==> config.mk <==
export PLATFORM = sky130hd
export DESIGN_NAME = bbl_ctrl
export DESIGN_NICKNAME = d
export VERILOG_FILES = /design/src/rtl/bbl_pkg.sv /design/src/rtl/bbl_ctrl.sv
export SDC_FILE = /design/constraint.sdc
export NUM_CORES = 1
export LEC_CHECK = 0
export ABC_AREA = 1
export BUFFER_PORTS_ARGS = -buffer_cell sky130_fd_sc_hd__buf_2
export CORE_MARGIN = 1.5
export CORE_UTILIZATION = 50
export DETAILED_ROUTE_END_ITERATION = 10
export PLACE_DENSITY_LB_ADDON = 0.12
export RECOVER_POWER = 100
export SETUP_SLACK_MARGIN = 0.05
export SLEW_MARGIN = 20
export SYNTH_ARGS = -nofsm -noshare
export SYNTH_HDL_FRONTEND = slang
export SYNTH_SLANG_ARGS = --single-unit
==> constraint.sdc <==
create_clock -name clk -period 2.9 [get_ports clk]
set_clock_uncertainty 0.05 [all_clocks]
set_input_delay 0.435 -clock clk [delete_from_list [all_inputs] [get_ports clk]]
set_output_delay 0.435 -clock clk [all_outputs]
set_load 0.01 [all_outputs]
==> src/rtl/bbl_pkg.sv <==
// Types, codes and defaults shared by the byte budget LRU cache modules.
package bbl_pkg;

	localparam int DEF_ENTRIES   = 64;
	localparam int DEF_KEY_WIDTH = 64;

	localparam logic [31:0] BUDGET_RESET = 32'd4194304;
	localparam logic [23:0] LIMIT_RESET  = 24'd1048576;

	localparam logic REG_BYTE_BUDGET = 1'b0;
	localparam logic REG_ENTRY_LIMIT = 1'b1;

	localparam logic [1:0] REQ_LOOKUP = 2'd0;
	localparam logic [1:0] REQ_STORE  = 2'd1;
	localparam logic [1:0] REQ_REMOVE = 2'd2;
	localparam logic [1:0] REQ_CLEAR  = 2'd3;

	localparam logic [2:0] STS_HIT      = 3'd0;
	localparam logic [2:0] STS_MISS     = 3'd1;
	localparam logic [2:0] STS_INSERTED = 3'd2;
	localparam logic [2:0] STS_REPLACED = 3'd3;
	localparam logic [2:0] STS_REJECTED = 3'd4;
	localparam logic [2:0] STS_REMOVED  = 3'd5;
	localparam logic [2:0] STS_ABSENT   = 3'd6;
	localparam logic [2:0] STS_CLEARED  = 3'd7;

	typedef struct packed {
		logic [1:0]  req_type;
		logic [63:0] lookup_key;
		logic [23:0] entry_bytes;
		logic [31:0] payload_ref;
	} cache_req_t;

	typedef struct packed {
		logic [2:0]  status;
		logic [31:0] hit_payload_ref;
		logic [23:0] hit_bytes;
		logic [31:0] total_bytes;
		logic [6:0]  entry_count;
		logic [6:0]  evicted_count;
		logic [31:0] hit_total;
		logic [31:0] miss_total;
	} cache_result_t;

	typedef enum logic [2:0] {
		SCAN_FIND,
		SCAN_PROMOTE,
		SCAN_INSERT,
		SCAN_DROP_SLOT,
		SCAN_DROP_OLDEST,
		SCAN_CLEAR
	} scan_op_t;

	typedef enum logic [3:0] {
		ST_INIT,
		ST_INIT_CLR,
		ST_IDLE,
		ST_DISPATCH,
		ST_FIND,
		ST_PROMOTE,
		ST_INSERT,
		ST_DROP,
		ST_CLEAR,
		ST_TRIM_CHECK,
		ST_TRIM,
		ST_FINISH
	} ctrl_state_t;

	typedef struct packed {
		logic       load;
		logic       scan_start;
		scan_op_t   scan_op;
		logic       set_status;
		logic [2:0] status;
		logic       hit_inc;
		logic       miss_inc;
	} dp_cmd_t;

	typedef struct packed {
		logic [1:0] req_type;
		logic       reject;
		logic       found;
		logic       over_budget;
		logic       scan_done;
	} dp_status_t;

endpackage

==> src/rtl/bbl_ctrl.sv <==
// Request sequencer: orders the slot scans that make up each cache request.
module bbl_ctrl (
	input  logic                clk,
	input  logic                arst_n,
	input  logic                start,
	output logic                busy,
	output logic                done,
	output bbl_pkg::dp_cmd_t    cmd,
	input  bbl_pkg::dp_status_t sts
);

	import bbl_pkg::*;

	ctrl_state_t state_q, state_d;

	always_ff @(posedge clk or negedge arst_n) begin
		if (!arst_n) begin
			state_q <= ST_INIT;
		end else begin
			state_q <= state_d;
		end
	end

	always_comb begin
		state_d = state_q;
		cmd = '0;
		cmd.scan_op = SCAN_FIND;
		busy = (state_q != ST_IDLE);
		done = (state_q == ST_FINISH);
		case (state_q)
			ST_INIT: begin
				cmd.scan_start = 1'b1;
				cmd.scan_op = SCAN_CLEAR;
				state_d = ST_INIT_CLR;
			end
			ST_INIT_CLR: begin
				if (sts.scan_done) begin
					state_d = ST_IDLE;
				end
			end
			ST_IDLE: begin
				if (start) begin
					cmd.load = 1'b1;
					state_d = ST_DISPATCH;
				end
			end
			ST_DISPATCH: begin
				case (sts.req_type)
					REQ_CLEAR: begin
						cmd.scan_start = 1'b1;
						cmd.scan_op = SCAN_CLEAR;
						state_d = ST_CLEAR;
					end
					REQ_STORE: begin
						if (sts.reject) begin
							cmd.set_status = 1'b1;
							cmd.status = STS_REJECTED;
							state_d = ST_FINISH;
						end else begin
							cmd.scan_start = 1'b1;
							state_d = ST_FIND;
						end
					end
					default: begin
						cmd.scan_start = 1'b1;
						state_d = ST_FIND;
					end
				endcase
			end
			ST_FIND: begin
				if (sts.scan_done) begin
					case (sts.req_type)
						REQ_LOOKUP: begin
							if (sts.found) begin
								cmd.scan_start = 1'b1;
								cmd.scan_op = SCAN_PROMOTE;
								state_d = ST_PROMOTE;
							end else begin
								cmd.miss_inc = 1'b1;
								cmd.set_status = 1'b1;
								cmd.status = STS_MISS;
								state_d = ST_FINISH;
							end
						end
						REQ_STORE: begin
							cmd.scan_start = 1'b1;
							if (sts.found) begin
								cmd.scan_op = SCAN_PROMOTE;
								state_d = ST_PROMOTE;
							end else begin
								cmd.scan_op = SCAN_INSERT;
								state_d = ST_INSERT;
							end
						end
						default: begin
							if (sts.found) begin
								cmd.scan_start = 1'b1;
								cmd.scan_op = SCAN_DROP_SLOT;
								state_d = ST_DROP;
							end else begin
								cmd.set_status = 1'b1;
								cmd.status = STS_ABSENT;
								state_d = ST_FINISH;
							end
						end
					endcase
				end
			end
			ST_PROMOTE: begin
				if (sts.scan_done) begin
					cmd.set_status = 1'b1;
					if (sts.req_type == REQ_LOOKUP) begin
						cmd.hit_inc = 1'b1;
						cmd.status = STS_HIT;
						state_d = ST_FINISH;
					end else begin
						cmd.status = STS_REPLACED;
						state_d = ST_TRIM_CHECK;
					end
				end
			end
			ST_INSERT: begin
				if (sts.scan_done) begin
					cmd.set_status = 1'b1;
					cmd.status = STS_INSERTED;
					state_d = ST_TRIM_CHECK;
				end
			end
			ST_DROP: begin
				if (sts.scan_done) begin
					cmd.set_status = 1'b1;
					cmd.status = STS_REMOVED;
					state_d = ST_FINISH;
				end
			end
			ST_CLEAR: begin
				if (sts.scan_done) begin
					cmd.set_status = 1'b1;
					cmd.status = STS_CLEARED;
					state_d = ST_FINISH;
				end
			end
			ST_TRIM_CHECK: begin
				if (sts.over_budget) begin
					cmd.scan_start = 1'b1;
					cmd.scan_op = SCAN_DROP_OLDEST;
					state_d = ST_TRIM;
				end else begin
					state_d = ST_FINISH;
				end
			end
			ST_TRIM: begin
				if (sts.scan_done) begin
					state_d = ST_TRIM_CHECK;
				end
			end
			ST_FINISH: begin
				state_d = ST_IDLE;
			end
			default: begin
				state_d = ST_IDLE;
			end
		endcase
	end

endmodule

==> flow_summary.yaml <==
sta:
  drv_slew: 0
  period_needed_ns: 2.23
  finalHoldViolations: 0
  totalNegativeSetupSlack_ns: 0
  finalSetupViolations: 0
  min_period_over_period: 0.768
  timing.slew.headroom: 0.802
  rsz0062_at_grt: "no"
  fmax_mhz: 449
  fin_ws_ns: 0.673
  hold_ws_ns: 0.523
  worst_pin_slew_ns: 0.296
routing:
  wl_um: 1810
  ant_nets: 0
  wl_per_cell_um: 11.8
  drtIter0Drc: 28
  detail_route.first_pass.iterations: 4
  vias: 821
  vias_per_cell: 5.37
  drc: 0
power:
  leakagePower_nw: 0.417
  pwr_density_cell_nw_per_um2: 891
  peakVddDrop_uv: 520
finish:
  regMostFlops: "state_q"
  layout.nets: 150
  n_antenna_cell: 0
  largestRegisters: "state_q x4"
  largest_register_ffs: 4
  areaGrowthSynthToFinish_pct: 17.5
  drive_gt1_frac: 0.223
global_routing:
  grt_max_degree: 9
  grt_pass1_wl_um: 3020
  antenna_found_initial: 0
  grt_pass1_vias: 756
  grtUsageTotal: 0.287
  gr-total-overflow: 0
critical_path:
  slowest_delay_ns: 0.45
  crit_slowest_cell: "dfrtp_1"
  rrSetupSlack_ns: 1.42
  crit_chain: "nor2_1, nand2_1, nor2_1, inv_1, o221ai_1, buf_2"
  worstPathArrival_ns: 1.74
  cp_max_fo: 8
  cpMostUsedCell: "nor2_1"
  crit_path_start_kind: "register"
  critical_path_class: "reg -> out"
  endpoint_kind: "output pin"
  cp.required_ns: 2.41
logic_synthesis:
  synth_top_cell_area_share: 0.202
  syn-num-nets: 124
  synthFlopType: "dfrtp_1"
  synth_cell_types: 20
  synth_area_um2: 649
  syn_inst: 115
  async_reset_ff_frac: 1.00
  synth_edf_count: 0
  yosys-top-cells-area: "nand2_1 (20%), dfrtp_1 (15%), nor2_1 (13%), nand3_1 (7.7%), inv_1 (5.2%)"
  yosysSeqAreaShare: 0.154
  yosysTopAreaCell: "nand2_1"
  yosys_register_bits: 4
  yosysWarnings: 0
  avgSynthCellArea_um2: 5.65
placed_design:
  routabilityCongestion: 0.914
  io_buffers: 21
  dp_hpwl_um: 1470
  pre_cts_ws_ns: 0.967
clock_network:
  clockBufferDepth: 2
  ctsRootBufferMaster: "clkbuf_4"
  cts_buffers: 3
  cts_sinks: 4
  tritoncts: "built"
  clkTransAtPathRegs_ns: 0.04
  hold_buffers: 1
  postCtsSetupRepairBufs: 0
  cts-resized-gates: 0
  insertion_delay_ns: 0.23
  htreeDepth: 1
job:
  drv_cap: 0
die:
  die_area_um2: 1520
  chipHeight_um: 39.0
  fp.dieW_um: 39.0
  start_util: 0.562
  core_um2: 1160
  row_count: 12
  ioPinCount: 22
status:
  status: "finished, final reports clean"
worst_hold_path:
  hold_path.class: "in -> async"
==> per-stage QoR <==
step                utilization  area, um2  std cells  total power (W)
floorplan                     -        649        115         0.000499
global placement          0.658        761        149         0.000613
detailed placement        0.658        761        149         0.000620
CTS                       0.686        793        153         0.000698
global route              0.660        763        153         0.000750
finish                    0.660        763        153         0.000680
==> cells in the final DEF, fill, tap and decap left out <==
| cell | count |
|---|---|
| clkbuf_4 | 3 |
| nand2_2 | 4 |
| o2111ai_1 | 1 |
| o221ai_2 | 1 |
| nor2_2 | 4 |
| nor2_1 | 24 |
| a21oi_1 | 4 |
| nand3_1 | 10 |
| o221ai_1 | 1 |
| nand2_1 | 36 |
| inv_1 | 11 |
| o21ai_2 | 1 |
| nand4_1 | 3 |
| o211ai_2 | 1 |
| o21ai_1 | 1 |
| o22ai_1 | 1 |
| nor4_4 | 1 |
| o21ai_0 | 1 |
| a22oi_1 | 1 |
| dfrtp_1 | 4 |
| clkbuf_1 | 9 |
| inv_2 | 4 |
| dlygate4sd3_1 | 1 |
| buf_2 | 12 |
==> report_power, final <==
| group | switching (W) | internal (W) | leakage, nW |
|---|---|---|---|
| Clock | 0.0000221 | 0.0000463 | 0.0138 |
| Sequential | 0.0000393 | 0.0000819 | 0.0500 |
| Combinational | 0.000325 | 0.000166 | 0.354 |
| Total | 0.000387 | 0.000294 | 0.417 |
==> kinds of logic (layout without fill, tap and decap cells) <==
group	count (synthesis)	in the layout	share of synthesized area
AND/OR/NAND/NOR	82	82	0.582
buffers and inverters	16	40	0.104
AO/OA/AOI/OAI	13	13	0.160
flip-flops	4	4	0.154
==> layer usage <==
layer,wire [um],GRT usage,share of wire,vias to the layer above
li1,-,-,-,423
met1,840,0.367,0.46,368
met2,860,0.463,0.47,28
met3,103,0.0751,0.057,2
met4,9,0.0948,0.0050,0
met5,0,0,0,-
==> worst paths after layout <==
check,from,endpoint,cells after the start
max,state_q[0]$_DFFE_PN0P_,cmd[6],6
min,arst_n,state_q[1]$_DFFE_PN0P_,2
max reg2reg,state_q[0]$_DFFE_PN0P_,state_q[0]$_DFFE_PN0P_,8
min reg2reg,state_q[1]$_DFFE_PN0P_,state_q[1]$_DFFE_PN0P_,2
max in group asynchronous,arst_n,state_q[0]$_DFFE_PN0P_,2
min in group clk,sts[2],state_q[0]$_DFFE_PN0P_,5
==> cells in the mapped netlist (2+ instances only) <==
cell	number
a21oi_1	4
nor2_1	22
nand4_1	3
o21ai_1	2
inv_2	6
nand3_1	10
nand2_2	5
inv_1	9
o221ai_2	2
nor2_2	5
nand2_1	35
dfrtp_1	4
==> layout make-up <==
class,count,area (um2)
multi-input cells,95,463
fillers,121,393
repair buffers,22,104
flip-flops and latches,4,100
inverters,15,56.3
clock buffers,3,22.5
well taps,14,17.5
==> critical path: cells and delay by family, from the launching register on <==
| family | cells | cell delay [ns] |
|---|---|---|
| compound gates | 1 | 0.18 |
| buf+inv | 2 | 0.32 |
| flops | 1 | 0.45 |
| simple gates | 3 | 0.56 |
No activity file was read; power rests on OpenSTA's default activity.
